## src/sv/lsepe_pkg.sv

```systemverilog
// shared types and constants for the led strip effect pixel encoder
package lsepe_pkg;

    localparam int BITS_PER_PIXEL = 24;
    localparam int MAX_PIXELS = 256;
    localparam int BIT_CNT_W = $clog2(BITS_PER_PIXEL);

    // rainbow cycle position comes from an 8-bit quotient, two bits per stage
    localparam int QUO_W = 8;
    localparam int QUO_BITS_PER_STAGE = 2;
    localparam int DIV_STAGES = QUO_W / QUO_BITS_PER_STAGE;

    typedef enum logic [2:0] {
        MODE_RAINBOW  = 3'd0,
        MODE_CYCLE    = 3'd1,
        MODE_THEATER  = 3'd2,
        MODE_CHASE_RB = 3'd3,
        MODE_SOLID    = 3'd4
    } mode_t;

    typedef enum logic [2:0] {
        REG_MODE  = 3'd0,
        REG_COUNT = 3'd1,
        REG_COLOR = 3'd2,
        REG_ONE   = 3'd3,
        REG_ZERO  = 3'd4
    } reg_idx_t;

    localparam logic [2:0]  MODE_RST  = 3'd0;
    localparam logic [8:0]  COUNT_RST = 9'd60;
    localparam logic [23:0] COLOR_RST = 24'd0;
    localparam logic [7:0]  ONE_RST   = 8'd140;
    localparam logic [7:0]  ZERO_RST  = 8'd70;

    typedef struct packed {
        logic [2:0]  mode;
        logic [8:0]  pixel_count;
        logic [23:0] fixed_color;
    } cfg_t;

    typedef struct packed {
        logic [7:0]  pixel_index;
        logic [10:0] effect_step;
        logic [1:0]  chase_phase;
        logic        chase_on;
    } pix_t;

endpackage

```

## src/sv/lsepe_color_pipe.sv

```systemverilog
// stalling pipeline that turns one pixel request into its grb color word
module lsepe_color_pipe
    import lsepe_pkg::*;
(
    input  logic        clk,
    input  logic        rst_n,
    input  cfg_t        cfg,
    input  logic        in_valid,
    input  pix_t        in_pix,
    output logic        in_ready,
    output logic        out_valid,
    output logic [23:0] out_color,
    input  logic        out_take
);

    // entry, divider stages, then three wheel stages
    localparam int ST_A = DIV_STAGES + 1;
    localparam int ST_B = DIV_STAGES + 2;
    localparam int ST_C = DIV_STAGES + 3;
    localparam int NSTAGES = DIV_STAGES + 4;

    typedef enum logic [1:0] {
        SEG_RB = 2'd0,
        SEG_GB = 2'd1,
        SEG_RG = 2'd2
    } seg_t;

    typedef struct packed {
        logic [8:0]       rem;
        logic [QUO_W-1:0] quo;
        logic [7:0]       wpos;
        logic [7:0]       step_lo;
        logic             lit;
    } div_t;

    typedef struct packed {
        seg_t       seg;
        logic [7:0] lin;
        logic [7:0] inv;
        logic       lit;
    } whl_t;

    typedef struct packed {
        seg_t       seg;
        logic [4:0] lin_q;
        logic [4:0] inv_q;
        logic       lit;
    } frac_t;

    function automatic logic [1:0] mod3(input logic [7:0] v);
        logic [3:0] s4;
        logic [2:0] t3;
        logic [2:0] t2;
        begin
            s4 = {2'b0, v[1:0]} + {2'b0, v[3:2]} + {2'b0, v[5:4]} + {2'b0, v[7:6]};
            t3 = {1'b0, s4[3:2]} + {1'b0, s4[1:0]};
            t2 = {2'b0, t3[2]} + {1'b0, t3[1:0]};
            return (t2 >= 3'd3) ? 2'(t2 - 3'd3) : t2[1:0];
        end
    endfunction

    function automatic div_t div_step(input div_t x, input logic [8:0] d);
        logic [9:0] r2;
        div_t       y;
        begin
            y = x;
            for (int b = 0; b < QUO_BITS_PER_STAGE; b++)
            begin
                r2 = {y.rem, 1'b0};
                if (r2 >= {1'b0, d})
                begin
                    y.rem = 9'(r2 - {1'b0, d});
                    y.quo = {y.quo[QUO_W-2:0], 1'b1};
                end
                else
                begin
                    y.rem = r2[8:0];
                    y.quo = {y.quo[QUO_W-2:0], 1'b0};
                end
            end
            return y;
        end
    endfunction

    // x / 10 for x below 256 by reciprocal multiply
    function automatic logic [4:0] div10(input logic [7:0] x);
        logic [15:0] prod;
        begin
            prod = {8'b0, x} * 16'd205;
            return prod[15:11];
        end
    endfunction

    logic [NSTAGES-1:0] valid_reg;
    logic [NSTAGES-1:0] adv;

    div_t        div_reg [0:DIV_STAGES];
    div_t        div_next;
    whl_t        whl_reg;
    whl_t        whl_next;
    frac_t       frac_reg;
    frac_t       frac_next;
    logic [23:0] color_reg;
    logic [23:0] color_next;

    logic        in_range;
    logic [11:0] chase_sum;
    logic [8:0]  chase_fold;
    logic [7:0]  chase_pos;
    logic [7:0]  w;
    logic [7:0]  p;
    logic [7:0]  x;
    logic [9:0]  tri3;
    logic [23:0] wheel;

    // stage advances when empty or when the one after it moves
    always_comb
    begin
        adv[NSTAGES-1] = !valid_reg[NSTAGES-1] || out_take;
        for (int k = NSTAGES - 2; k >= 0; k--)
        begin
            adv[k] = !valid_reg[k] || adv[k+1];
        end
    end

    assign in_ready  = adv[0];
    assign out_valid = valid_reg[NSTAGES-1];
    assign out_color = color_reg;

    always_ff @(posedge clk or negedge rst_n)
    begin
        if (!rst_n)
        begin
            valid_reg <= '0;
        end
        else
        begin
            if (adv[0])
            begin
                valid_reg[0] <= in_valid && in_range;
            end
            for (int k = 1; k < NSTAGES; k++)
            begin
                if (adv[k])
                begin
                    valid_reg[k] <= valid_reg[k-1];
                end
            end
        end
    end

    // entry: range check, chase match and the positions that need no divide
    always_comb
    begin
        in_range = ({1'b0, in_pix.pixel_index} < cfg.pixel_count)
                && (int'(in_pix.pixel_index) < MAX_PIXELS);
        chase_sum = {4'b0, in_pix.pixel_index} - {10'b0, in_pix.chase_phase}
                  + {1'b0, in_pix.effect_step};
        chase_fold = {1'b0, chase_sum[7:0]} + {6'b0, chase_sum[10:8]};
        chase_pos = (chase_fold >= 9'd255) ? 8'(chase_fold - 9'd255) : chase_fold[7:0];
        div_next.rem = {1'b0, in_pix.pixel_index};
        div_next.quo = '0;
        div_next.step_lo = in_pix.effect_step[7:0];
        div_next.lit = in_pix.chase_on
                    && (mod3(in_pix.pixel_index) == in_pix.chase_phase);
        if (mode_t'(cfg.mode) == MODE_CHASE_RB)
        begin
            div_next.wpos = chase_pos;
        end
        else
        begin
            div_next.wpos = in_pix.pixel_index + in_pix.effect_step[7:0];
        end
    end

    always_ff @(posedge clk)
    begin
        if (adv[0])
        begin
            div_reg[0] <= div_next;
        end
        for (int d = 1; d <= DIV_STAGES; d++)
        begin
            if (adv[d])
            begin
                div_reg[d] <= div_step(div_reg[d-1], cfg.pixel_count);
            end
        end
    end

    // wheel stage a: segment and 3x offset
    always_comb
    begin
        if (mode_t'(cfg.mode) == MODE_CYCLE)
        begin
            w = div_reg[DIV_STAGES].quo + div_reg[DIV_STAGES].step_lo;
        end
        else
        begin
            w = div_reg[DIV_STAGES].wpos;
        end
        p = ~w;
        if (p < 8'd85)
        begin
            whl_next.seg = SEG_RB;
            x = p;
        end
        else if (p < 8'd170)
        begin
            whl_next.seg = SEG_GB;
            x = p - 8'd85;
        end
        else
        begin
            whl_next.seg = SEG_RG;
            x = p - 8'd170;
        end
        tri3 = {2'b0, x} + {1'b0, x, 1'b0};
        whl_next.lin = tri3[7:0];
        whl_next.inv = 8'd255 - tri3[7:0];
        whl_next.lit = div_reg[DIV_STAGES].lit;
    end

    // wheel stage b: divide both terms by ten
    always_comb
    begin
        frac_next.seg   = whl_reg.seg;
        frac_next.lin_q = div10(whl_reg.lin);
        frac_next.inv_q = div10(whl_reg.inv);
        frac_next.lit   = whl_reg.lit;
    end

    // wheel stage c: grb word and effect select
    always_comb
    begin
        case (frac_reg.seg)
            SEG_RB:  wheel = {8'd0, 3'd0, frac_reg.inv_q, 3'd0, frac_reg.lin_q};
            SEG_GB:  wheel = {3'd0, frac_reg.lin_q, 8'd0, 3'd0, frac_reg.inv_q};
            default: wheel = {3'd0, frac_reg.inv_q, 3'd0, frac_reg.lin_q, 8'd0};
        endcase
        case (mode_t'(cfg.mode))
            MODE_RAINBOW:  color_next = wheel;
            MODE_CYCLE:    color_next = wheel;
            MODE_THEATER:  color_next = frac_reg.lit ? cfg.fixed_color : 24'd0;
            MODE_CHASE_RB: color_next = frac_reg.lit ? wheel : 24'd0;
            MODE_SOLID:    color_next = cfg.fixed_color;
            default:       color_next = 24'd0;
        endcase
    end

    always_ff @(posedge clk)
    begin
        if (adv[ST_A])
        begin
            whl_reg <= whl_next;
        end
        if (adv[ST_B])
        begin
            frac_reg <= frac_next;
        end
        if (adv[ST_C])
        begin
            color_reg <= color_next;
        end
    end

endmodule

```

## src/sv/led_strip_effect_pixel_encoder_top.sv

```systemverilog
// top level of the led strip effect pixel encoder: config port, color pipe, bit serializer
//
// one start per pixel: pixel_index, effect_step, chase_phase and chase_on are taken at
// the rising edge where start is high and busy is low. a pixel inside the strip
// (pixel_index below pixel_count) turns into 24 words on duty_code, one per cycle,
// green msb first, then red, then blue; each word is one_code for a set color bit and
// zero_code for a clear one, and last_bit marks the 24th. result_valid marks each word
// for exactly one cycle and there is no way to hold the words off, so the receiver must
// take every one. a pixel beyond the strip is taken and gives no words at all.
// the 24 words of a pixel always come back to back, and pixels follow each other with no
// gap while the next color is ready, as the serializer sends one bit a cycle and reloads
// on its last bit without a pause. the color is worked out in an 8-stage
// pipeline (entry, four 2-bit divider stages for rainbow cycle, three color wheel
// stages) that keeps taking pixels while the serializer is sending, so busy stays low
// until the pipeline fills; with the serializer free, a pixel's color passes through the
// entry, divider and wheel stages into the serializer, whose register gives the first word.
// registers sit on the apb port at byte addresses 0 effect_mode, 4 pixel_count, 8 fixed_color,
// 12 one_code, 16 zero_code; write them only while no pixel is in flight.
module led_strip_effect_pixel_encoder_top
    import lsepe_pkg::*;
(
    input  logic        clk,
    input  logic        rst_n,
    // apb config port
    input  logic        psel,
    input  logic        penable,
    input  logic        pwrite,
    input  logic [4:0]  paddr,
    input  logic [31:0] pwdata,
    output logic [31:0] prdata,
    output logic        pready,
    // pixel request
    input  logic        start,
    output logic        busy,
    input  logic [7:0]  pixel_index,
    input  logic [10:0] effect_step,
    input  logic [1:0]  chase_phase,
    input  logic        chase_on,
    // word stream
    output logic        result_valid,
    output logic [7:0]  duty_code,
    output logic        last_bit
);

    logic [2:0]  mode_reg;
    logic [8:0]  count_reg;
    logic [23:0] color_reg;
    logic [7:0]  one_reg;
    logic [7:0]  zero_reg;

    logic        cfg_wr;
    cfg_t        cfg;
    pix_t        pix;

    logic        pipe_ready;
    logic        pipe_valid;
    logic [23:0] pipe_color;
    logic        pipe_take;

    logic                      ser_active_reg;
    logic                      ser_active_next;
    logic [BIT_CNT_W-1:0]      ser_cnt_reg;
    logic [BIT_CNT_W-1:0]      ser_cnt_next;
    logic [BITS_PER_PIXEL-1:0] ser_shift_reg;
    logic [BITS_PER_PIXEL-1:0] ser_shift_next;
    logic                      ser_last;

    // config registers, written in the access phase
    assign pready = 1'b1;
    assign cfg_wr = psel && penable && pwrite && pready;

    always_ff @(posedge clk or negedge rst_n)
    begin
        if (!rst_n)
        begin
            mode_reg  <= MODE_RST;
            count_reg <= COUNT_RST;
            color_reg <= COLOR_RST;
            one_reg   <= ONE_RST;
            zero_reg  <= ZERO_RST;
        end
        else if (cfg_wr)
        begin
            case (reg_idx_t'(paddr[4:2]))
                REG_MODE:  mode_reg  <= pwdata[2:0];
                REG_COUNT: count_reg <= pwdata[8:0];
                REG_COLOR: color_reg <= pwdata[23:0];
                REG_ONE:   one_reg   <= pwdata[7:0];
                REG_ZERO:  zero_reg  <= pwdata[7:0];
                default:   ;
            endcase
        end
    end

    always_comb
    begin
        case (reg_idx_t'(paddr[4:2]))
            REG_MODE:  prdata = {29'd0, mode_reg};
            REG_COUNT: prdata = {23'd0, count_reg};
            REG_COLOR: prdata = {8'd0, color_reg};
            REG_ONE:   prdata = {24'd0, one_reg};
            REG_ZERO:  prdata = {24'd0, zero_reg};
            default:   prdata = 32'd0;
        endcase
    end

    // color pipeline
    assign cfg.mode        = mode_reg;
    assign cfg.pixel_count = count_reg;
    assign cfg.fixed_color = color_reg;

    assign pix.pixel_index = pixel_index;
    assign pix.effect_step = effect_step;
    assign pix.chase_phase = chase_phase;
    assign pix.chase_on    = chase_on;

    assign busy = !pipe_ready;

    lsepe_color_pipe u_color_pipe (
        .clk       (clk),
        .rst_n     (rst_n),
        .cfg       (cfg),
        .in_valid  (start),
        .in_pix    (pix),
        .in_ready  (pipe_ready),
        .out_valid (pipe_valid),
        .out_color (pipe_color),
        .out_take  (pipe_take)
    );

    // serializer: reloads on the last bit so pixels run back to back
    assign ser_last  = ser_cnt_reg == BIT_CNT_W'(BITS_PER_PIXEL - 1);
    assign pipe_take = pipe_valid && (!ser_active_reg || ser_last);

    always_comb
    begin
        ser_active_next = ser_active_reg;
        ser_cnt_next    = ser_cnt_reg;
        ser_shift_next  = ser_shift_reg;
        if (pipe_take)
        begin
            ser_active_next = 1'b1;
            ser_cnt_next    = '0;
            ser_shift_next  = pipe_color;
        end
        else if (ser_active_reg)
        begin
            ser_shift_next = {ser_shift_reg[BITS_PER_PIXEL-2:0], 1'b0};
            if (ser_last)
            begin
                ser_active_next = 1'b0;
                ser_cnt_next    = '0;
            end
            else
            begin
                ser_cnt_next = ser_cnt_reg + 1'b1;
            end
        end
    end

    always_ff @(posedge clk or negedge rst_n)
    begin
        if (!rst_n)
        begin
            ser_active_reg <= 1'b0;
            ser_cnt_reg    <= '0;
        end
        else
        begin
            ser_active_reg <= ser_active_next;
            ser_cnt_reg    <= ser_cnt_next;
        end
    end

    // payload only, no reset needed
    always_ff @(posedge clk)
    begin
        ser_shift_reg <= ser_shift_next;
    end

    assign result_valid = ser_active_reg;
    assign duty_code    = ser_shift_reg[BITS_PER_PIXEL-1] ? one_reg : zero_reg;
    assign last_bit     = ser_active_reg && ser_last;

    // a pixel's words never break up before its last one
    a_words_contiguous: assert property (@(posedge clk) disable iff (!rst_n)
        result_valid && !last_bit |=> result_valid)
        else $error("word stream broke before last bit");

    // two last words can never be adjacent
    a_last_spacing: assert property (@(posedge clk) disable iff (!rst_n)
        last_bit |=> !last_bit)
        else $error("last bit on adjacent words");

    // the bit counter only runs while a pixel is being sent
    a_cnt_idle: assert property (@(posedge clk) disable iff (!rst_n)
        ser_cnt_reg != '0 |-> ser_active_reg)
        else $error("bit counter moved while serializer idle");

endmodule
```

## config.mk

```make
export PLATFORM = sky130hd
export DESIGN_NAME = led_strip_effect_pixel_encoder_top
export DESIGN_NICKNAME = d
export VERILOG_FILES = /design/src/sv/lsepe_pkg.sv /design/src/sv/lsepe_color_pipe.sv /design/src/sv/led_strip_effect_pixel_encoder_top.sv
export SDC_FILE = /design/constraint.sdc
export NUM_CORES = 1
export LEC_CHECK = 0
export BUFFER_PORTS_ARGS = -buffer_cell sky130_fd_sc_hd__clkbuf_2
export CORE_MARGIN = 5
export CORE_UTILIZATION = 55
export CTS_BUF_LIST = sky130_fd_sc_hd__clkbuf_8
export DETAILED_ROUTE_END_ITERATION = 8
export PLACE_DENSITY_LB_ADDON = 0.05
export RECOVER_POWER = 25
export SETUP_SLACK_MARGIN = 0.5
export SYNTH_ARGS = -nofsm -noshare
export SYNTH_HDL_FRONTEND = slang
export SYNTH_SLANG_ARGS = --single-unit
```

## constraint.sdc

```tcl
create_clock -name clk -period 6 [get_ports clk]
set_clock_uncertainty 0.15 [all_clocks]
set_input_delay 0.6 -clock clk [delete_from_list [all_inputs] [get_ports clk]]
set_output_delay 0.6 -clock clk [all_outputs]
set_load 0.1 [all_outputs]
```

Yosys cells after proc, flatten, opt, wreduce, memory -nomap -nowiden. Memories as Yosys holds them, arrays and structs flattened. Cells that the tools add are included.

Register bits: 146. Input port bits: 65. Memories: 1. Bits in writable memories: 170.

Multiply operators: 2. Bitwise operators: 1. $add $sub $neg: 25. $lt $le $gt $ge: 13. Equal/unequal tests: 11. Reductions and logical operators: 35. Muxes and demuxes: 47.

Memory list: u_color_pipe.div_reg (words 5, width 34, rd ports 5, clocked after Yosys merged registers in 0, write ports 5, line lsepe_color_pipe.sv:97) `div_t div_reg [0:DIV_STAGES];`.

Operators by type and width (number): $mux 17 (16); $pmux 24 s5 (1); $mux 24 (4); $pmux 24 s4 (1); $ge 10x9->1 (8); $sub 9x9->9 (8); $mux 8 (6); $pmux 21 s2 (1); $mul 8x8->16 const B (2); $add 8x8->8 (3); $sub 8x8->8 const B (2); $mux 5 (3); $mux 1 (13); $eq 3x2->1 const B (4); $add 11x11->11 (1); $logic_not 1->1 (10); $reduce_and 2->1 (5); $add 8x3->9 (1); $ge 9x8->1 const B (1); $logic_or 1x1->1 (9); $lt 8x9->1 (1); $sub 8x2->9 (1); $add 4x2->4 (2); $lt 8x7->1 const B (1); 20 further kinds (30).

Depth between registers and ports, before layout.
Depth after elaboration: 14. Mapped depth: 23. Gate-level depth less buffers: 23.

Hierarchy. A second synthesis with hierarchy kept.

Cells, all modules: 1581. Area, all modules: 18556.5 um^2.

Modules (own cells, without submodules): lsepe_color_pipe (times used 1, area each 14639.0 um^2, sequential area each 6085.8 um^2, cells an instance 1302); led_strip_effect_pixel_encoder_top (times used 1, area each 3917.5 um^2, sequential area each 2184.6 um^2, cells an instance 279).

Least setup slack after synthesis. Ideal clock, no wire load.

Path kind: reg2reg. Start point: reg count_reg[0]. End point: mem u_color_pipe.div_reg[0][65] (netlist bit) (data pin). Data required time: 5.588 ns. Slack: 0.490 ns. Arrival time: 5.097 ns. Path buffers: 4. Cell stages (with the launch flop): 20. Library setup time: 0.262 ns. Cell sequence: dfrtp_1 > clkbuf_1 > inv_1 > clkbuf_1 > fa_1 > a21o_1 > a21o_1 > a221oi_2 > o21ai_1 > a21o_1 > clkbuf_1 > mux2_2 > ha_1 > a21o_1 > a21o_1 > a221o_1 > a221oi_2 > o21ai_1 > buf_2 > mux2_1.

RTL lines: from (decl) (line led_strip_effect_pixel_encoder_top.sv:46) `logic [8:0] count_reg;`; from (signal assigned) (line led_strip_effect_pixel_encoder_top.sv:86) `REG_COUNT: count_reg <= pwdata[8:0];`; to (decl) (line lsepe_color_pipe.sv:97).

==> impl_results.md <==
- Status: finished with violations
- Failing checks: max-capacitance violations, max-slew violations
- Syn avg cell area: 11.6 um^2
- Pins over their slew limit: 67
- IO Count: 109
- Clk root buf: clkbuf_8
- Routed Wire Length: 37.9 mm
- P_leak: 8.95 nW
- Wire per inst: 17.1 um
- Count of port buffers added during placement: 89
- CP arrival: 5570 ps
- RSZ-0062 raised after global routing: true
- Vias in the first global route: 12.3k
- Yosys reg bits: 286
- Most used DFF post-synth: edfxtp_1
- WS Path Type: primary input to flip-flop
- Critical path required time: 6170 ps
- Residual DRC: 0
- Final hold slack: 77.6 ps
- Die H: 193 um
- Later-pin clock latency in the skew report: 610 ps
- Max Freq: 0.185 GHz
- Max IR drop VDD: 0.266 mV
- Cell Area, Synth: 18500 um^2
- Reg clk slew, reported paths: 60 ps
- Total GRT Usage: 20.0%
- # Max-Cap Violations: 1
- Post-synth ARST share: 23.1%
- Clock period minus worst slack: 5400 ps
- Share of post-route cells with drive strength above 1: 17.8%
- Finished layout cell area: 20500 um^2
- Die area: 37400 um^2
- Final design utilization: 61.5%
- Final Hold Fails: 0
- CTS tree: built
- HP Class: primary input to flip-flop
- Min-delay src: pwdata[22]
- Initial DRC count: 515
- Max FO, Critical Path: 6
- CP startpoint: pixel_index[1]
- Number of synthesized flops with an enable pin: 220
- Area delta synth->final: 11.1%
- Number of CTS-inserted buffers: 50
- Grt ovf: 0
- Worst Setup End Kind: flip-flop
- Yosys cell types: 80
- Via count: 12.2k
- Initial antenna violation count: 1
- Yosys warning count: 0
- Post-DRT Antenna Nets: 0
- HPWL after detailed placement: 28.7 mm
- Reg2reg start: count_reg[2]
- RePlAce Congestion: 0.892
- TNS Setup: 0 ps
- Vias per cell: 5.51
- Crit start category: primary input
- Gate Count Post-Synth: 1597
- Placement Rows: 67
- Die W: 193 um
- Largest net degree at the start of global routing: 67
- Final Cycle Share: 90.0%
- Pre-antenna DRT Iters: 5
- Worst-margin pin slew: 3690 ps
- Hold_buf cts: 0
- Count of final setup violators: 0
- Register area share after synthesis: 44.8%
- H-tree levels: 2
- Placement Cell Area: 19500 um^2
- Relative slew slack: -146%
- First-pass GRT wire length: 61.7 mm
- Core Area: 33400 um^2
- Max Root-Sink Buffers: 3
- Clock Sinks: 286
- Initial core utilization: 55.4%
- Power Density: 398 nW/um^2
- Fin nets: 2033
- Largest register FFs: 140
- ANT cells: 0
## cell usage after synthesis, types with 9 or more instances
cell      number  area, um^2
a21o_1        41         308
a21oi_1       65         325
a22oi_1       20         150
a31oi_1        9        56.3
and2_1        33         206
and3_1        12        75.1
buf_4         10        75.1
clkbuf_1      25        93.8
dfrtp_1       56        1400
dfstp_2       10         263
edfxtp_1     220        6610
fa_1          38         761
ha_1         204        2550
inv_1        153         574
mux2_2       109        1230
mux2i_1       12         120
nand2_1       80         300
nand2b_1      19         119
nand3_1       14        70.1
nand4_1       12        75.1
nor2_1        67         251
nor2b_1       18         113
nor3_1        24         120
o21a_1        14         105
o21ai_0       82         410
o21bai_1      15         113
o22ai_1       12        75.1
xnor2_1       69         604
xor2_1        24         210
## layout make-up
type                       count  area [um^2]
clock inverter                38          275
clock buffer                  56          771
tap                          448          561
multi-input combinational   1120         9460
sequential                   286         8270
timing repair buffer         114          609
fill                        2794        12800
inverter                     154          578
## power breakdown
part           internal [W]  switching [W]
registers           0.00257       0.000130
clock network       0.00103       0.000797
logic               0.00155        0.00210
total               0.00515        0.00302
## cell usage in the layout, fill, tap and decap left out, drive strengths merged, types with 6 or more instances in the layout
cell,netlist,routed
o21a,15,15
dfstp,10,10
clkinv,0,17
conb,2,9
clkbuf,25,145
nand2b,20,20
a22oi,20,20
nor3,26,26
o21ai,87,87
and2,35,35
a211oi,6,6
xnor2,69,69
mux2,113,113
fa,38,38
o22ai,12,12
a21o,41,41
or3,7,7
mux2i,13,13
a21oi,69,69
dfrtp,56,56
ha,204,204
xor2,24,24
nand3,14,14
nor3b,7,7
nand2,81,81
a31oi,9,9
edfxtp,220,220
o31ai,8,8
and4,8,8
nor2b,18,18
and3,12,12
a22o,8,8
o21bai,15,15
buf,19,25
nor2,67,67
nand4,12,12
inv,154,169
## path summary, 6_finish.rpt
| kind | end | slack [ps] | cells past startpoint |
|---|---|---|---|
| min reg2reg | u_color_pipe.div_reg[0][141] | 260 | 0 |
| max in group asynchronous | u_color_pipe.valid_reg[3] | 2390 | 2 |
| max | u_color_pipe.div_reg[0][13] | 600 | 22 |
| min in group asynchronous | ser_cnt_reg[4] | 1200 | 2 |
| min | color_reg[22] | 80 | 2 |
| max reg2reg | u_color_pipe.div_reg[0][65] | 780 | 15 |
## cell families after synthesis
logic type	synth area share (%)
DFF	44.8
buffers and inverters	4.37
AOI/OAI and AO/OA	11.7
other	0.0406
muxes	7.61
adders and majority gates	17.9
and+or+nand+nor	9.17
xor gates and xnor gates	4.41
## per-stage QoR
| stage | total power, W | setup WS, ps | cells |
|---|---|---|---|
| after floorplan | 0.00554 | 529 | 1604 |
| after global placement | 0.00625 | 40.7 | 2122 |
| after detailed placement | 0.00635 | -7.97 | 2122 |
| after CTS | 0.00824 | 628 | 2216 |
| after global routing | 0.00878 | 324 | 2216 |
| final | 0.00817 | 599 | 2216 |
## routing by layer
| metal | vias up | track usage [%] | part of all wire [%] |
|---|---|---|---|
| met5 | - | 0 | 0.026 |
| met4 | 2 | 7.00 | 2.8 |
| li1 | 6047 | - | - |
| met1 | 5836 | 25.5 | 44 |
| met3 | 80 | 4.11 | 4.3 |
| met2 | 239 | 34.2 | 49 |
## critical path, cell delays in order
cell	delay [ps]
clkbuf_1	300
inv_1	160
fa_1	470
nor3b_1	180
xnor2_1	150
ha_1	330
o21a_1	130
o31a_1	130
o311a_1	320
o21a_1	190
nor2_2	110
xnor2_1	80
ha_1	230
fa_1	520
ha_1	180
o22ai_1	100
a2111o_1	390
a31oi_1	160
and4_4	260
nand2_1	120
nor4_4	320
o22ai_1	130
## repair_timing
action	CTS	global route
setup buffers	0	0
resized for setup	0	7
setup endpoints to repair	0	15
(Power assumes the default switching activity.)
